<file path="src/rtl/isfp_pkg.sv">
package isfp_pkg;

	localparam int FRAME_LEN = 11;

	localparam logic [7:0] HDR_BYTE   = 8'h55;
	localparam logic [7:0] TYPE_ACCEL = 8'h51;
	localparam logic [7:0] TYPE_RATE  = 8'h52;
	localparam logic [7:0] TYPE_ANGLE = 8'h53;
	localparam logic [7:0] TYPE_MAG   = 8'h54;

	typedef enum logic [2:0] {
		KIND_ACCEL = 3'd0,
		KIND_RATE  = 3'd1,
		KIND_ANGLE = 3'd2,
		KIND_MAG   = 3'd3,
		KIND_OTHER = 3'd4,
		KIND_BAD   = 3'd5
	} kind_t;

	typedef struct packed {
		logic               update;
		logic signed [15:0] z;
	} yaw_upd_t;

endpackage

</file>
<file path="src/rtl/isfp_if.sv">
interface isfp_in_if;
	logic       valid;
	logic       ready;
	logic [7:0] rx_byte;

	modport source (output valid, output rx_byte, input ready);
	modport sink (input valid, input rx_byte, output ready);
endinterface

interface isfp_out_if;
	logic               valid;
	logic               ready;
	logic [2:0]         kind;
	logic [7:0]         type_byte;
	logic signed [15:0] word_x;
	logic signed [15:0] word_y;
	logic signed [15:0] word_z;
	logic signed [31:0] yaw_unwrapped;

	modport source (output valid, output kind, output type_byte, output word_x,
		output word_y, output word_z, output yaw_unwrapped, input ready);
	modport sink (input valid, input kind, input type_byte, input word_x,
		input word_y, input word_z, input yaw_unwrapped, output ready);
endinterface

</file>
<file path="src/rtl/isfp_yaw.sv">
module isfp_yaw
	import isfp_pkg::*;
(
	input  logic               clk,
	input  logic               arst_n,
	input  yaw_upd_t           upd,
	output logic signed [31:0] yaw_next
);

	localparam logic signed [17:0] HALF_TURN = 18'sd32768;
	localparam logic signed [15:0] TURNS_MIN = 16'sh8000;
	localparam logic signed [15:0] TURNS_MAX = 16'sh7fff;

	logic signed [15:0] last_q;
	logic signed [15:0] turns_q;
	logic               unseeded_q;
	logic signed [17:0] delta;
	logic signed [15:0] turns_calc;
	logic signed [15:0] turns_nx;
	logic signed [15:0] last_nx;

	assign delta = {{2{upd.z[15]}}, upd.z} - {{2{last_q[15]}}, last_q};

	always_comb begin
		turns_calc = turns_q;
		if (!unseeded_q) begin
			if (delta > HALF_TURN) begin
				if (turns_q != TURNS_MIN)
					turns_calc = turns_q - 16'sd1;
			end else if (delta < -HALF_TURN) begin
				if (turns_q != TURNS_MAX)
					turns_calc = turns_q + 16'sd1;
			end
		end
	end

	assign turns_nx = upd.update ? turns_calc : turns_q;
	assign last_nx  = upd.update ? upd.z : last_q;
	assign yaw_next = {turns_nx, 16'h0000} + {{16{last_nx[15]}}, last_nx};

	always_ff @(posedge clk or negedge arst_n) begin
		if (!arst_n) begin
			last_q     <= '0;
			turns_q    <= '0;
			unseeded_q <= 1'b1;
		end else if (upd.update) begin
			last_q     <= last_nx;
			turns_q    <= turns_nx;
			unseeded_q <= 1'b0;
		end
	end

endmodule

</file>
<file path="src/rtl/imu_serial_frame_parser.sv">
// Parser for 11-byte serial sensor frames, one received byte per item.
// Input channel rx carries rx_byte; output channel frame carries kind,
// type_byte, the three little-endian signed words and the unwrapped yaw.
// The block hunts for the 0x55 header, collects type, eight data bytes and
// the checksum byte, and gives one result on the checksum byte.
// Throughput: one byte per cycle, set by the single input register stage,
// unless a checksum byte waits there on a full result register. A result is
// valid once its checksum byte has passed the input and result registers.
// Bad checksum: kind 5, words zero, yaw repeats the held value.
// Angle frames unwrap yaw with a saturating turn counter; the first angle
// frame after reset only seeds it.
// Reset clears framing, turn count and yaw reference; the first angle frame
// starts the unwrap.
// When the receiver stalls, the result register holds; a checksum byte then
// waits in the input register and rx.ready drops until the result is taken.
// Bytes that give no result keep flowing while the result register is full.
module imu_serial_frame_parser
	import isfp_pkg::*;
#(
	parameter int FRAME_BYTES = FRAME_LEN
) (
	input  logic        clk,
	input  logic        arst_n,
	isfp_in_if.sink     rx,
	isfp_out_if.source  frame
);

	localparam int            STORE_N  = FRAME_BYTES - 1;
	localparam int            CNT_W    = $clog2(FRAME_BYTES);
	localparam int            IDX_W    = $clog2(STORE_N);
	localparam logic [CNT_W-1:0] CNT_LAST = CNT_W'(STORE_N);

	logic               valid_s1;
	logic [7:0]         byte_s1;
	logic               recv_q;
	logic [CNT_W-1:0]   cnt_q;
	logic [7:0]         sum_q;
	logic [7:0]         store_q [STORE_N];

	logic               out_valid_q;
	kind_t              kind_q;
	logic [7:0]         type_q;
	logic signed [15:0] wx_q;
	logic signed [15:0] wy_q;
	logic signed [15:0] wz_q;
	logic signed [31:0] yaw_q;

	logic               last_s1;
	logic               out_free;
	logic               adv;
	logic               load_out;
	logic               good;
	logic [7:0]         type_b;
	logic signed [15:0] wx;
	logic signed [15:0] wy;
	logic signed [15:0] wz;
	kind_t              kind_d;
	yaw_upd_t           upd;
	logic signed [31:0] yaw_next;

	assign last_s1  = recv_q && (cnt_q == CNT_LAST);
	assign out_free = !out_valid_q || frame.ready;
	assign adv      = valid_s1 && (!last_s1 || out_free);
	assign load_out = adv && last_s1;
	assign rx.ready = !valid_s1 || adv;

	// input register
	always_ff @(posedge clk or negedge arst_n) begin
		if (!arst_n) begin
			valid_s1 <= 1'b0;
		end else if (rx.ready) begin
			valid_s1 <= rx.valid;
		end
	end

	always_ff @(posedge clk) begin
		if (rx.ready && rx.valid) begin
			byte_s1 <= rx.rx_byte;
		end
	end

	// framing
	always_ff @(posedge clk or negedge arst_n) begin
		if (!arst_n) begin
			recv_q <= 1'b0;
			cnt_q  <= '0;
			sum_q  <= '0;
		end else if (adv) begin
			if (!recv_q) begin
				if (byte_s1 == HDR_BYTE) begin
					recv_q <= 1'b1;
					cnt_q  <= CNT_W'(1);
					sum_q  <= byte_s1;
				end
			end else if (cnt_q != CNT_LAST) begin
				cnt_q <= cnt_q + CNT_W'(1);
				sum_q <= sum_q + byte_s1;
			end else begin
				recv_q <= 1'b0;
				cnt_q  <= '0;
			end
		end
	end

	always_ff @(posedge clk) begin
		if (adv) begin
			if (!recv_q) begin
				if (byte_s1 == HDR_BYTE)
					store_q[0] <= byte_s1;
			end else if (cnt_q != CNT_LAST) begin
				store_q[cnt_q[IDX_W-1:0]] <= byte_s1;
			end
		end
	end

	// frame decode
	assign good   = (sum_q == byte_s1);
	assign type_b = store_q[1];
	assign wx     = {store_q[3], store_q[2]};
	assign wy     = {store_q[5], store_q[4]};
	assign wz     = {store_q[7], store_q[6]};

	always_comb begin
		unique case (type_b)
			TYPE_ACCEL: kind_d = KIND_ACCEL;
			TYPE_RATE:  kind_d = KIND_RATE;
			TYPE_ANGLE: kind_d = KIND_ANGLE;
			TYPE_MAG:   kind_d = KIND_MAG;
			default:    kind_d = KIND_OTHER;
		endcase
		if (!good)
			kind_d = KIND_BAD;
	end

	assign upd.update = load_out && good && (type_b == TYPE_ANGLE);
	assign upd.z      = wz;

	isfp_yaw u_yaw (
		.clk      (clk),
		.arst_n   (arst_n),
		.upd      (upd),
		.yaw_next (yaw_next)
	);

	// result register
	always_ff @(posedge clk or negedge arst_n) begin
		if (!arst_n) begin
			out_valid_q <= 1'b0;
		end else if (load_out) begin
			out_valid_q <= 1'b1;
		end else if (frame.ready) begin
			out_valid_q <= 1'b0;
		end
	end

	always_ff @(posedge clk) begin
		if (load_out) begin
			kind_q <= kind_d;
			type_q <= type_b;
			wx_q   <= good ? wx : '0;
			wy_q   <= good ? wy : '0;
			wz_q   <= good ? wz : '0;
			yaw_q  <= yaw_next;
		end
	end

	assign frame.valid         = out_valid_q;
	assign frame.kind          = kind_q;
	assign frame.type_byte     = type_q;
	assign frame.word_x        = wx_q;
	assign frame.word_y        = wy_q;
	assign frame.word_z        = wz_q;
	assign frame.yaw_unwrapped = yaw_q;

	a_cnt_range: assert property (@(posedge clk) disable iff (!arst_n)
		cnt_q <= CNT_LAST)
		else $error("byte count beyond frame");

	a_idle_cnt: assert property (@(posedge clk) disable iff (!arst_n)
		!recv_q |-> cnt_q == '0)
		else $error("byte count set while hunting");

	a_bad_zero: assert property (@(posedge clk) disable iff (!arst_n)
		out_valid_q && kind_q == KIND_BAD |-> wx_q == '0 && wy_q == '0 && wz_q == '0)
		else $error("words not cleared on checksum mismatch");

	a_load_src: assert property (@(posedge clk) disable iff (!arst_n)
		$rose(out_valid_q) |-> $past(valid_s1 && last_s1))
		else $error("result without checksum byte");

endmodule
</file>
<file path="src/flat_wrapper.sv">
// flat-port wrapper written by rule: the top's interface ports become plain ports
module imu_serial_frame_parser_flat import isfp_pkg::*;
#(
	parameter int FRAME_BYTES = FRAME_LEN
)
  (clk, arst_n, rx_valid, rx_rx_byte, rx_ready, frame_valid, frame_kind, frame_type_byte, frame_word_x, frame_word_y, frame_word_z, frame_yaw_unwrapped, frame_ready);
  isfp_in_if rx_i ();
  isfp_out_if frame_i ();
  input  logic clk;
  input  logic arst_n;
  input wire logic [$bits(rx_i.valid)-1:0] rx_valid;
  input wire logic [$bits(rx_i.rx_byte)-1:0] rx_rx_byte;
  output wire logic [$bits(rx_i.ready)-1:0] rx_ready;
  output wire logic [$bits(frame_i.valid)-1:0] frame_valid;
  output wire logic [$bits(frame_i.kind)-1:0] frame_kind;
  output wire logic [$bits(frame_i.type_byte)-1:0] frame_type_byte;
  output wire logic [$bits(frame_i.word_x)-1:0] frame_word_x;
  output wire logic [$bits(frame_i.word_y)-1:0] frame_word_y;
  output wire logic [$bits(frame_i.word_z)-1:0] frame_word_z;
  output wire logic [$bits(frame_i.yaw_unwrapped)-1:0] frame_yaw_unwrapped;
  input wire logic [$bits(frame_i.ready)-1:0] frame_ready;
  assign rx_i.valid = rx_valid;
  assign rx_i.rx_byte = rx_rx_byte;
  assign rx_ready = rx_i.ready;
  assign frame_valid = frame_i.valid;
  assign frame_kind = frame_i.kind;
  assign frame_type_byte = frame_i.type_byte;
  assign frame_word_x = frame_i.word_x;
  assign frame_word_y = frame_i.word_y;
  assign frame_word_z = frame_i.word_z;
  assign frame_yaw_unwrapped = frame_i.yaw_unwrapped;
  assign frame_i.ready = frame_ready;
  imu_serial_frame_parser #(.FRAME_BYTES(FRAME_BYTES)) u_core (.clk(clk), .arst_n(arst_n), .rx(rx_i), .frame(frame_i));
endmodule
</file>
<file path="config.mk">
export PLATFORM = sky130hd
export DESIGN_NAME = imu_serial_frame_parser_flat
export DESIGN_NICKNAME = d
export VERILOG_FILES = /design/src/rtl/isfp_pkg.sv /design/src/rtl/isfp_if.sv /design/src/rtl/isfp_yaw.sv /design/src/rtl/imu_serial_frame_parser.sv /design/src/flat_wrapper.sv
export SDC_FILE = /design/constraint.sdc
export NUM_CORES = 1
export LEC_CHECK = 0
export BUFFER_PORTS_ARGS = -buffer_cell sky130_fd_sc_hd__buf_2
export CAP_MARGIN = 20
export CORE_AREA = 2 2 141 143
export DETAILED_ROUTE_END_ITERATION = 6
export DIE_AREA = 0 0 143 145
export HOLD_SLACK_MARGIN = 0.15
export PLACE_DENSITY = 0.68
export RECOVER_POWER = 50
export SETUP_SLACK_MARGIN = 0.1
export SLEW_MARGIN = 5
export SYNTH_ARGS = -nofsm -noshare
export SYNTH_HDL_FRONTEND = slang
export SYNTH_SLANG_ARGS = --single-unit
</file>
<file path="constraint.sdc">
create_clock -name clk -period 11 [get_ports clk]
set_input_delay 1.65 -clock clk [delete_from_list [all_inputs] [get_ports clk]]
set_output_delay 1.65 -clock clk [all_outputs]
set_load 0.005 [all_outputs]
</file>
Yosys cells after proc, flatten, opt, wreduce, memory -nomap -nowiden. Memory sizes are Yosys's and may differ from the RTL's. A register that Yosys moved wholly into a read port is not among the register bits. Index checks and enable logic that the tools add are counted.

Memories kept: 1. Bits of input ports: 12. Output and inout port bits: 93. Register bits: 115. Memory bits (writable): 80.

Memories: u_core.store_q (depth 10, bits a word 8, rd ports 7, clocked after memory_dff 4, wr ports 1, line imu_serial_frame_parser.sv:38) `logic [7:0] store_q [STORE_N];`.

Reduce and logical (&&, ||, !) cells: 21. $add $sub $neg: 6. Order comparisons: 2. Eq/ne operators: 11. Muxes and demuxes: 28.

Operator list (number): 16-bit two-way mux (7); 8-bit by 7-bit == test with 1-bit output (second input constant) (5); 32-bit adder (1); 8-bit two-way mux (4); 16-bit != test (second input constant) (2); 18-bit by 17-bit > comparator with 1-bit output (second input constant) (1); 18-bit by 16-bit less-than comparator with 1-bit output (second input constant) (1); 16-bit by 16-bit subtractor with 17-bit output (1); 16-bit by 2-bit adder with 16-bit output (second input constant) (1); 4-bit two-way mux (4); 16-bit by 2-bit subtractor with 16-bit output (second input constant) (1); 1-bit two-way mux (12); 3-bit case mux with 4 select lines (1); 8-bit adder (1); 8-bit == test (1); 8-bit OR reduction (1); 1-bit logical NOT (7); 1-bit logical AND (6); 4-bit by 1-bit adder with 4-bit output (second input constant) (1); 4-bit == test (second input constant) (1); 4-bit != test (second input constant) (1); 2-bit nonzero test (2); 1-bit logical OR (3); 3-bit AND reduction (1); 2 further kinds (2).

Logic depth before layout (Yosys ltp). Gate-level depths: netlist of run 1.

Depth in word-level cells: 10. Depth in mapped cells: 27. Gate-level depth less buffers: 25.

Hierarchy. From an unflattened synthesis of run 1, not the netlist that was laid out.

Cells, all modules: 826. Area total of the unflattened synthesis: 10099.7 um2.

Modules (own cells, without submodules): imu_serial_frame_parser (instances 1, area an instance 6266.0 um2, seq. area each 5029.8 um2, cells each 354); isfp_yaw (instances 1, area an instance 3833.7 um2, seq. area each 827.0 um2, cells each 472).

Worst setup path after synthesis of run 1. Ideal clock, no wire load.

Path type: input-to-reg. Start: in frame_ready. End: reg u_core.yaw_q[30] (netlist: u_core.frame.yaw_unwrapped[30]) (data pin). Cell stages on the path: 17. Arrival time: 5963 ps. Data required time: 10865 ps. Slack: 4902 ps. Path buffers: 1. Path through: nand2b_1 nand4_1 nor3_1 clkbuf_1 o21ai_0 ha_1 fa_1 a21o_1 a21oi_1 o21bai_1 a21oi_1 o21bai_1 a21oi_1 o21ai_0 or4_1 a2111o_1 nand3_1.

Longest elaborated chain between the ends: 8. Elaborated cells on any way between the ends: 9. Those cells by class: add/sub (1); mux (2); reduce/logical (6).

RTL lines: start: declaration (line flat_wrapper.sv:21) `input wire logic [$bits(frame_i.ready)-1:0] frame_ready;`; 1-bit logical OR (line imu_serial_frame_parser.sv:62) `assign out_free = !out_valid_q || frame.ready;`; 1-bit logical OR (line imu_serial_frame_parser.sv:63) `assign adv = valid_s1 && (!last_s1 || out_free);`; 1-bit logical AND (line imu_serial_frame_parser.sv:63); 1-bit logical AND (line imu_serial_frame_parser.sv:64) `assign load_out = adv && last_s1;`; 1-bit logical AND (2 in a row) (line imu_serial_frame_parser.sv:135) `assign upd.update = load_out && good && (type_b == TYPE_ANGLE);`; 16-bit two-way mux (line isfp_yaw.sv:38) `assign last_nx = upd.update ? upd.z : last_q;`; net u_core.u_yaw.last_nx[15] (line isfp_yaw.sv:20) `logic signed [15:0] last_nx;`; 32-bit adder (line isfp_yaw.sv:39) `assign yaw_next = {turns_nx, 16'h0000} + {{16{last_nx[15]}}, last_nx};`; net u_core.u_yaw.yaw_next[30] (line isfp_yaw.sv:7) `output logic signed [31:0] yaw_next`; end signal: assignment (line imu_serial_frame_parser.sv:163) `yaw_q <= yaw_next;`; end: declaration (line imu_serial_frame_parser.sv:46) `logic signed [31:0] yaw_q;`.

The timed path passes the listed nets, and every way through them passes these cells. A chain may end at the register's enable or synchronous reset.

Worst setup path in the final report of run 1.
Start: reg u_core.byte_s1[3]. End: reg u_core.yaw_q[30] (netlist: u_core.frame.yaw_unwrapped[30]) (data pin).

Longest elaborated chain between the ends: 5. Elaborated cells on any way between the ends: 6. Those cells by class: add/sub (1); eq/ne (1); mux (2); reduce/logical (2).

RTL lines: start: declaration (line imu_serial_frame_parser.sv:34) `logic [7:0] byte_s1;`; start signal: assignment (line imu_serial_frame_parser.sv:78) `byte_s1 <= rx.rx_byte;`; 8-bit == test (line imu_serial_frame_parser.sv:117) `assign good = (sum_q == byte_s1);`; 1-bit logical AND (2 in a row) (line imu_serial_frame_parser.sv:135); 16-bit two-way mux (line isfp_yaw.sv:37) `assign turns_nx = upd.update ? turns_calc : turns_q;`; net u_core.u_yaw.turns_nx[1] (line isfp_yaw.sv:19) `logic signed [15:0] turns_nx;`; 32-bit adder (line isfp_yaw.sv:39); net u_core.u_yaw.yaw_next[30] (line isfp_yaw.sv:7).

The timed path passes the listed nets, and every way through them passes these cells.

==> impl_metrics.env, run 1 <==
export IMPL_status="finished, violations left"
export IMPL_violations="capacitance limit, slew limit"
export IMPL_grt_pass1_vias=6135
export IMPL_grt_max_degree=65
export IMPL_synth_nets=842
export IMPL_start_kind="flip-flop"
export IMPL_crit_buf_inv=2
export IMPL_post_cts_buffers=0
export IMPL_port_buffers=104
export IMPL_synth_common_cells="edfxtp_1 (155), nand2_1 (53), o21ai_0 (52), and2_1 (50), dfrtp_1 (47)"
export IMPL_max_freq_mhz=133
export IMPL_slew_violations=101
export IMPL_rows=51
export IMPL_route_vias_total=6381
export IMPL_pwr_density_cell_nw_per_um2=162
export IMPL_dieWidth_um=143
export IMPL_clkSlewWorstSetupHoldPaths_ns=0.06
export IMPL_p_sw_uw=450
export IMPL_p_clk_share_pct=38.9
export IMPL_drt_vias_per_instance=5.43
export IMPL_core_area_um2=19200
export IMPL_antenna_cells=0
export IMPL_synth_top_area_cell="edfxtp_1"
export IMPL_worst_skew_pair_late_latency_ns=0.52
export IMPL_antenna_left=0
export IMPL_final_nets=951
export IMPL_ys_ff_latch=203
export IMPL_crit_family="simple AND/OR/NAND/NOR gates"
export IMPL_synth_area_per_cell_um2=12.5
export IMPL_synth_most_common_cell="edfxtp_1"
export IMPL_cp_max_fo=51
export IMPL_p_sw_share_pct=24.7
export IMPL_min_path_type="reg -> reg"
export IMPL_numCtsBuffers=22
export IMPL_synth_edf_count=155
export IMPL_power_frac_comb_pct=12.3
export IMPL_synth_main_ff_cell="edfxtp_1"
export IMPL_die_y_um=145
export IMPL_arrival_ns=7.92
export IMPL_cts_root_buf="clkbuf_16"
export IMPL_io_pins=105
export IMPL_cts_max_path_buffers=3
export IMPL_synthTopCellsByArea="edfxtp_1 (48%), dfrtp_1 (12%), ha_1 (5.4%)"
export IMPL_period_share_pct=68.5
export IMPL_netlist_area_um2=9800
export IMPL_grt_first_pass_wirelength_um=31600
export IMPL_yosysSeqAreaShare_pct=59.8
export IMPL_hpwl_um=13000
export IMPL_post_cts_resized=0
export IMPL_yosysTopAreaCellShare_pct=47.5
export IMPL_worst_pin_slew_ns=2.97
export IMPL_drt_first_pass_iters=5
export IMPL_synthCells=785
export IMPL_antenna_found_initial=0
export IMPL_power_leakage_nw=4.55
export IMPL_clock_skew_ns=0.0114
export IMPL_drv_cap=2
export IMPL_finalSetupViolCount=0
export IMPL_p_int_mw=1.37
export IMPL_slowest_delay_ns=1.30
export IMPL_total_power_mw=1.82
export IMPL_worstPathCellList="ha_1, nor4_1, nand2_1, nor4_4, clkbuf_1, nand3_1, nor3_2, buf_4, nand2b_1, o32ai_1, and2_4, a211oi_1, fa_1, a21o_1, a21oi_1, o21bai_1, a21oi_1, o21bai_1, a21oi_1, o21ai_0, or4_1, a2111o_1, nand3_1"
export IMPL_postSynth_asyncResetShare_pct=23.6
export IMPL_drc_errors=0
export IMPL_worstSetupPathType="reg -> reg"
export IMPL_grt_ovfl_total=0
export IMPL_crit_path_frequent_cell="a21oi_1"
export IMPL_cts_htree_levels=1
export IMPL_period_needed_ns=7.54
export IMPL_max_vdd_ir_drop_mv=0.0948
export IMPL_worstSetupEndpointType="flip-flop"
export IMPL_start_util_pct=51.0
export IMPL_gp_congestion=0.853
export IMPL_finalSetupTns_ns=0
export IMPL_die_area_um2=20700
export IMPL_drt_total_wl_um=19400
export IMPL_hold_violations=0
export IMPL_grt_total_usage_pct=19.1
export IMPL_crit_slowest_cell="clkbuf_1"
export IMPL_tritoncts="done"
export IMPL_ys_warnings_count=0
export IMPL_seqPwrFrac_pct=48.8
export IMPL_drtIter0Drc=508
export IMPL_rsz0062_at_grt="no"
export IMPL_wire_per_inst_um=16.5
export IMPL_synth_cell_types=81
export IMPL_ctsHoldBuffers=0
export IMPL_cts_sinks=203
export IMPL_slew_limit_headroom_pct=-97.9
export IMPL_area_growth_pct=15.0
export IMPL_final_layout_size_suffix_gt1_share_pct=19.5
export IMPL_crit_required_ns=11.38
==> layout make-up <==
cell class | count | area, um^2
Tap cell | 265 | 332
Multi-Input combinational cell | 517 | 3660
Clock buffer | 33 | 652
Timing Repair Buffer | 111 | 553
Inverter | 39 | 148
Fill cell | 1544 | 7940
Clock inverter | 7 | 62.6
Sequential cell | 203 | 5860
==> stage by stage <==
| step | util, % | cells | hold slack, ns | worst slack [ns] | instance area (um^2) |
|---|---|---|---|---|---|
| 2_1_floorplan | - | 785 | 0.418 | 4.90 | 9800 |
| 5_1_grt | 58.7 | 1175 | 0.461 | 2.76 | 11300 |
| 6_report | 58.7 | 1175 | 0.453 | 3.46 | 11300 |
| 3_5_place_dp | 55.1 | 1135 | 0.434 | 4.65 | 10600 |
| 4_1_cts | 58.8 | 1175 | 0.448 | 4.70 | 11300 |
| 3_3_place_gp | 55.1 | 1135 | 0.440 | 4.75 | 10600 |
==> final timing paths <==
path	to	cells past startpoint	slack (ns)	from
worst min-delay path	u_core.frame.type_byte[4]	0	0.45	u_core.store_q[1][4]
max in group asynchronous	u_core.u_yaw.turns_q[4]	2	7.12	arst_n
min in group asynchronous	u_core.u_yaw.last_q[3]	2	2.21	arst_n
worst max-delay path	u_core.frame.yaw_unwrapped[30]	23	3.46	u_core.byte_s1[3]
worst max register to register	u_core.frame.yaw_unwrapped[30]	23	3.46	u_core.byte_s1[3]
worst min register to register	u_core.frame.type_byte[4]	0	0.45	u_core.store_q[1][4]
==> power by group through the flow <==
| stage | combinational [mW] | sequential [mW] | clock, mW |
|---|---|---|---|
| after floorplan | 0.185 | 0.893 | 0 |
| after global placement | 0.221 | 0.904 | 0 |
| after detailed placement | 0.223 | 0.905 | 0 |
| after CTS | 0.225 | 0.889 | 0.722 |
| after global routing | 0.256 | 0.894 | 0.758 |
| final | 0.224 | 0.890 | 0.709 |
==> sequential cells by signal (all words and copies together) (netlist names) <==
name	count
u_core.valid_s1	1
u_core.frame.word_z	16
u_core.frame.yaw_unwrapped	32
u_core.frame.word_x	16
u_core.frame.type_byte	8
u_core.u_yaw.last_q	16
u_core.u_yaw.turns_q	16
u_core.frame.kind	3
u_core.frame.valid	1
u_core.byte_s1	8
u_core.sum_q	8
u_core.cnt_q	4
u_core.frame.word_y	16
u_core.u_yaw.unseeded_q	1
u_core.store_q	56
u_core.recv_q	1
==> cell families after synthesis <==
group	after synthesis	synth area share, %
muxes	9	0.983
xor gates and xnor gates	44	4.07
AOI/OAI and AO/OA	175	12.1
and+or+nand+nor	244	14.2
DFF	203	59.8
buffers and inverters	65	2.90
adders and majority gates	45	5.98
==> per-layer routing <==
layer	GRT usage, %	part of all wire, %	up-vias	wire length [um]
met4	4.31	1.7	0	327
li1	-	-	3126	-
met2	30.9	47	169	9060
met3	2.81	4.6	22	899
met5	0	0	-	0
met1	27.4	47	3064	9150
==> cell usage in the layout, fill, tap and decap left out, types with 8 or more instances in the layout <==
master / count
clkbuf_16: 22
inv_1: 37
xnor2_1: 36
clkbuf_1: 17
dfrtp_1: 47
nand4_1: 10
and2_1: 12
nand2_1: 53
nor2b_1: 10
o21ai_1: 8
o21ai_2: 9
o21ai_0: 51
a21oi_1: 29
edfxtp_1: 155
nor2_1: 29
buf_2: 94
and3_1: 8
ha_1: 42
a21o_1: 11
nor3_1: 16
nand2b_1: 15
and2_0: 38
Note: power is estimated with default switching activity, not from simulation.
==> inputs of run 2 (changes only) <==
--- a/config.mk
+++ b/config.mk
@@ -5,11 +5,12 @@
 export SDC_FILE = /design/constraint.sdc
 export NUM_CORES = 1
 export LEC_CHECK = 0
+export ABC_AREA = 1
 export BUFFER_PORTS_ARGS = -buffer_cell sky130_fd_sc_hd__buf_2
 export CAP_MARGIN = 20
-export CORE_AREA = 2 2 141 143
+export CORE_AREA = 2 2 144 146
 export DETAILED_ROUTE_END_ITERATION = 6
-export DIE_AREA = 0 0 143 145
+export DIE_AREA = 0 0 146 148
 export HOLD_SLACK_MARGIN = 0.15
 export PLACE_DENSITY = 0.68
 export RECOVER_POWER = 50
==> constraint.sdc (replaced) <==
create_clock -name clk -period 7.6 [get_ports clk]
set_input_delay 1.14 -clock clk [delete_from_list [all_inputs] [get_ports clk]]
set_output_delay 1.14 -clock clk [all_outputs]
set_load 0.005 [all_outputs]
==> impl_metrics.env, run 2 <==
export IMPL_drc_errors=0
export IMPL_synthCells=1077
export IMPL_synth_nets=1134
export IMPL_hpwl_um=15900
export IMPL_postSynth_asyncResetShare_pct=23.6
export IMPL_max_freq_mhz=170
export IMPL_synth_main_ff_cell="edfxtp_1"
export IMPL_drtIter0Drc=542
export IMPL_tritoncts="done"
export IMPL_final_common_cell="nand2_1"
export IMPL_r2r_end="u_core.frame.yaw_unwrapped[27]"
export IMPL_drv_cap=2
export IMPL_arrival_ns=6.15
export IMPL_min_path_type="reg -> reg"
export IMPL_worst_skew_pair_late_latency_ns=0.51
export IMPL_period_share_pct=77.5
export IMPL_cts_max_path_buffers=3
export IMPL_worstPathCellList="ha_1, or4_1, nor2_1, inv_1, nor2_1, nand2_1, nand2_1, o21ai_2, buf_4, ha_1, nand2_1, nand2_1, a31oi_1, o21ai_0, a21oi_1, o21ai_0, a31oi_1, o21ai_0, xor2_1"
export IMPL_crit_reg2reg_launch="u_core.byte_s1[3]"
export IMPL_crit_path_frequent_cell="nand2_1"
export IMPL_die_y_um=148
export IMPL_synth_edf_count=155
export IMPL_antenna_found_initial=0
export IMPL_synth_cell_types=49
export IMPL_gp_congestion=0.889
export IMPL_dieWidth_um=146
export IMPL_final_fill_count=1785
export IMPL_pwr_density_cell_nw_per_um2=218
export IMPL_worstSetupEndpointType="flip-flop"
export IMPL_drt_first_pass_iters=5
export IMPL_drt_vias_per_instance=5.07
export IMPL_finalSetupViolCount=0
export IMPL_post_cts_buffers=0
export IMPL_worst_pin_slew_ns=2.87
export IMPL_cp_max_fo=51
export IMPL_synthTopCellsByArea="edfxtp_1 (45%), dfrtp_1 (11%), nand2_1 (8.2%)"
export IMPL_finalSetupTns_ns=0
export IMPL_core_area_um2=20000
export IMPL_yosysSeqAreaShare_pct=56.7
export IMPL_hold_violations=0
export IMPL_dp_cells=1437
export IMPL_slew_violations=101
export IMPL_drt_total_wl_um=22000
export IMPL_start_util_pct=51.5
export IMPL_post_cts_resized=0
export IMPL_slew_limit_headroom_pct=-91.3
export IMPL_hold_slack_ns=0.456
export IMPL_port_buffers=104
export IMPL_dpl_instance_area_um2=11100
export IMPL_ctsHoldBuffers=0
export IMPL_final_cell_area_um2=11900
export IMPL_period_needed_ns=5.89
export IMPL_antenna_left=0
export IMPL_final_layout_size_suffix_gt1_share_pct=11.9
export IMPL_ys_warnings_count=0
export IMPL_post_route_util_pct=59.2
export IMPL_yosysTopAreaCellShare_pct=45.1
export IMPL_rsz0062_at_grt="no"
export IMPL_cts_htree_levels=1
export IMPL_crit_cells=19
export IMPL_layout_cells_non_filler=1479
export IMPL_numCtsBuffers=23
export IMPL_synth_area_per_cell_um2=9.59
export IMPL_area_growth_pct=14.9
export IMPL_netlist_area_um2=10300
export IMPL_io_pins=105
export IMPL_synth_top_area_cell="edfxtp_1"
export IMPL_rrSetupSlack_ns=1.71
export IMPL_grt_total_usage_pct=20.5
export IMPL_finalWorstSetupSlack_ns=1.71
export IMPL_crit_slowest_cell="inv_1"
export IMPL_worstSetupPathType="reg -> reg"
export IMPL_clock_skew_ns=0.00815
export IMPL_grt_max_degree=52
export IMPL_violations="capacitance limit, slew limit"
export IMPL_final_cell_mix="nand2_1 (225), inv_1 (165), edfxtp_1 (155)"
export IMPL_route_vias_total=7503
export IMPL_start_kind="flip-flop"
export IMPL_rows=52
export IMPL_dp_slack_ns=1.60
export IMPL_total_power_mw=2.59
export IMPL_largest_reg_flops=56
export IMPL_wire_per_inst_um=14.9
export IMPL_synth_common_cells="nand2_1 (225), inv_1 (165), edfxtp_1 (155), nor2_1 (118), o21ai_0 (76)"
export IMPL_grt_pass1_vias=7203
export IMPL_max_vdd_ir_drop_mv=0.185
export IMPL_die_area_um2=21600
export IMPL_holdPathStages=0
export IMPL_hold_end="u_core.frame.type_byte[6]"
export IMPL_clkSlewWorstSetupHoldPaths_ns=0.06
export IMPL_cts_root_buf="clkbuf_16"
export IMPL_slowest_delay_ns=0.73
export IMPL_grt_first_pass_wirelength_um=35600
export IMPL_reg2reg_depth=19
export IMPL_holdCritStartpoint="u_core.store_q[1][6]"
export IMPL_synth_most_common_cell="nand2_1"
export IMPL_power_leakage_nw=5.41
export IMPL_crit_family="simple AND/OR/NAND/NOR gates"
export IMPL_grt_ovfl_total=0
export IMPL_cts_sinks=203
export IMPL_crit_required_ns=7.86
export IMPL_antenna_cells=0
export IMPL_status="finished, violations left"
export IMPL_final_nets=1249
export IMPL_crit_buf_inv=2
export IMPL_top_register="u_core.store_q"
export IMPL_ys_ff_latch=203
-- run 2: cell count changes after synthesis, sizes merged, moves of 8 or more --
cell	before	now
a21o	12	1
xor2	7	29
o21ai	69	82
and3	8	0
xnor2	36	10
nor2b	10	0
a21oi	29	37
inv	38	169
nand2	53	238
nand2b	15	0
and2	51	2
nand3	7	59
nor2	31	123
-- run 2: cell families (layout without fill, tap and decap cells) --
group,count (synthesis),count (layout),synth area share [%]
and+or+nand+nor,462,462,19.6
DFF,203,203,56.7
buffers and inverters,188,320,7.01
AOI/OAI and AO/OA,140,140,7.65
adders and majority gates,45,45,5.67
xor gates and xnor gates,39,39,3.31
-- run 2: worst max path at each step --
| stage | endpoint | from |
|---|---|---|
| global route | u_core.frame.yaw_unwrapped[27] | u_core.byte_s1[3] |
| CTS | u_core.frame.yaw_unwrapped[27] | u_core.cnt_q[0] |
| global placement | u_core.frame.yaw_unwrapped[27] | frame_ready |
| floorplan | u_core.frame.yaw_unwrapped[27] | frame_ready |
| detailed placement | u_core.frame.yaw_unwrapped[27] | frame_ready |
| finish | u_core.frame.yaw_unwrapped[27] | u_core.byte_s1[3] |
-- run 2: cell type report --
cell class	instances	area [um^2]	area share, %
clock inverter	11	153	1.29
sequential	203	5860	49.4
tap	270	338	2.85
timing repair buffer	109	499	4.21
multi-input combinational	686	3740	31.5
inverter	169	636	5.36
clock buffer	31	636	5.36
-- run 2: power by group --
part | leakage (nW) | internal [mW] | total, mW | switching (mW)
clock network | 0.381 | 0.694 | 1.13 | 0.434
logic | 2.86 | 0.0727 | 0.187 | 0.114
registers | 2.17 | 1.23 | 1.28 | 0.0411
-- run 2: routing by layer --
layer / wire (um) / GRT usage [%] / share of wire, %
met5: 0 / 0 / 0
met4: 418 / 5.39 / 1.9
met3: 1220 / 3.61 / 5.5
met2: 10300 / 33.6 / 47
met1: 10100 / 28.7 / 46
==> inputs of run 3 (changes only) <==
--- a/config.mk
+++ b/config.mk
@@ -12,7 +12,7 @@
 export DETAILED_ROUTE_END_ITERATION = 6
 export DIE_AREA = 0 0 146 148
 export HOLD_SLACK_MARGIN = 0.15
-export PLACE_DENSITY = 0.68
+export PLACE_DENSITY = 0.71
 export RECOVER_POWER = 50
 export SETUP_SLACK_MARGIN = 0.1
 export SLEW_MARGIN = 5
==> constraint.sdc (replaced) <==
create_clock -name clk -period 5.35 [get_ports clk]
set_input_delay 0.8025 -clock clk [delete_from_list [all_inputs] [get_ports clk]]
set_output_delay 0.8025 -clock clk [all_outputs]
set_load 0.005 [all_outputs]
==> impl_metrics.env, run 3 (synthesis results as in run 2) <==
export IMPL_status="finished, violations left"
export IMPL_violations="capacitance limit, slew limit"
export IMPL_drt_first_pass_iters=7
export IMPL_max_vdd_ir_drop_mv=0.285
export IMPL_core_area_um2=20000
export IMPL_top_register="u_core.store_q"
export IMPL_start_kind="flip-flop"
export IMPL_final_common_cell="nand2_1"
export IMPL_antenna_found_initial=0
export IMPL_slew_limit_headroom_pct=-92.8
export IMPL_hpwl_um=15900
export IMPL_die_area_um2=21600
export IMPL_cp_max_fo=12
export IMPL_final_cell_mix="nand2_1 (224), inv_1 (164), edfxtp_1 (155)"
export IMPL_grt_pass1_vias=7131
export IMPL_final_cell_area_um2=11800
export IMPL_crit_slowest_cell="dfrtp_1"
export IMPL_drt_vias_per_instance=5.13
export IMPL_finalSetupTns_ns=0
export IMPL_area_growth_pct=14.7
export IMPL_hold_violations=0
export IMPL_slew_violations=75
export IMPL_die_y_um=148
export IMPL_final_layout_size_suffix_gt1_share_pct=12.1
export IMPL_ctsHoldBuffers=0
export IMPL_dieWidth_um=146
export IMPL_worst_pin_slew_ns=2.89
export IMPL_wire_per_inst_um=14.9
export IMPL_crit_required_ns=5.60
export IMPL_drt_total_wl_um=22100
export IMPL_rrSetupSlack_ns=0.70
export IMPL_rsz0062_at_grt="no"
export IMPL_cts_max_path_buffers=3
export IMPL_pwr_density_cell_nw_per_um2=300
export IMPL_arrival_ns=4.90
export IMPL_slowest_delay_ns=0.38
export IMPL_drv_cap=2
export IMPL_max_freq_mhz=215
export IMPL_grt_ovfl_total=0
export IMPL_worst_skew_pair_late_latency_ns=0.53
export IMPL_worstSetupEndpointType="flip-flop"
export IMPL_min_path_type="reg -> reg"
export IMPL_drc_errors=0
export IMPL_grt_max_degree=88
export IMPL_port_buffers=104
export IMPL_cts_root_buf="clkbuf_16"
export IMPL_dpl_instance_area_um2=11100
export IMPL_power_leakage_nw=5.40
export IMPL_cts_htree_levels=1
export IMPL_clock_skew_ns=0.0280
export IMPL_rows=52
export IMPL_crit_path_frequent_cell="nand2_1"
export IMPL_numCtsBuffers=22
export IMPL_io_pins=105
export IMPL_clkSlewWorstSetupHoldPaths_ns=0.06
export IMPL_grt_first_pass_wirelength_um=35100
export IMPL_route_vias_total=7589
export IMPL_finalSetupViolCount=0
export IMPL_drtIter0Drc=597
export IMPL_gp_congestion=0.919
export IMPL_period_needed_ns=4.65
export IMPL_grt_total_usage_pct=20.1
export IMPL_antenna_cells=0
export IMPL_worstSetupPathType="reg -> reg"
export IMPL_cts_sinks=203
export IMPL_final_nets=1251
export IMPL_tritoncts="done"
export IMPL_antenna_left=0
export IMPL_start_util_pct=51.5
export IMPL_period_share_pct=87.0
export IMPL_largest_reg_flops=56
-- run 3: layer usage --
| layer | vias to the layer above | GRT usage, % | wire [um] |
|---|---|---|---|
| met1 | 3556 | 27.5 | 9780 |
| li1 | 3801 | - | - |
| met3 | 36 | 2.99 | 1240 |
| met2 | 196 | 33.9 | 10600 |
| met5 | - | 0 | 0 |
| met4 | 0 | 5.83 | 444 |
-- run 3: layout make-up --
class	count	area [um^2]
multi-input combinational	687	3770
inverter	169	636
timing repair buffer	111	534
clock inverter	10	131
tap	270	338
sequential	203	5860
fill	1750	8200
clock buffer	30	581
-- run 3: report_power, final --
group | switching, mW | total (mW) | internal (mW)
Sequential | 0.0600 | 1.81 | 1.75
Combinational | 0.159 | 0.260 | 0.102
Clock | 0.606 | 1.47 | 0.868
-- run 3: repair_timing --
item                       CTS  global route
gates resized for setup      0             4
buffers inserted             0             0
setup endpoints to repair    0             2
-- run 3: path summary, 6_finish.rpt --
check / startpoint / to / depth (start not counted)
hold / removal: u_core.store_q[1][4] / u_core.frame.type_byte[4] / 0
max in group asynchronous: arst_n / u_core.u_yaw.turns_q[1] / 2
setup / recovery: u_core.u_yaw.last_q[0] / u_core.frame.yaw_unwrapped[27] / 31
min in group asynchronous: arst_n / u_core.u_yaw.last_q[2] / 2
hold reg to reg: u_core.store_q[1][4] / u_core.frame.type_byte[4] / 0
setup reg to reg: u_core.u_yaw.last_q[0] / u_core.frame.yaw_unwrapped[27] / 31
-- run 3: critical path, delay by kind of cell (launching register included) --
family | cells | cell delay (ns)
xor+xnor | 1 | 0.16
simple gates | 18 | 1.47
fa+ha+maj | 3 | 0.91
flops | 1 | 0.38
buf+inv | 2 | 0.20
compound gates | 7 | 1.23
-- run 3: through the flow --
| step | hold WS, ns | utilization (%) | power (mW) | worst slack, ns | std cells |
|---|---|---|---|---|---|
| floorplan | 0.426 | - | 2.03 | 0.145 | 1077 |
| global placement | 0.433 | 55.6 | 2.10 | 0.666 | 1438 |
| detailed placement | 0.435 | 55.6 | 2.11 | 0.538 | 1438 |
| CTS | 0.437 | 59.2 | 3.57 | 0.510 | 1478 |
| global route | 0.440 | 59.1 | 3.69 | 0.113 | 1480 |
| finish | 0.453 | 59.1 | 3.55 | 0.697 | 1480 |
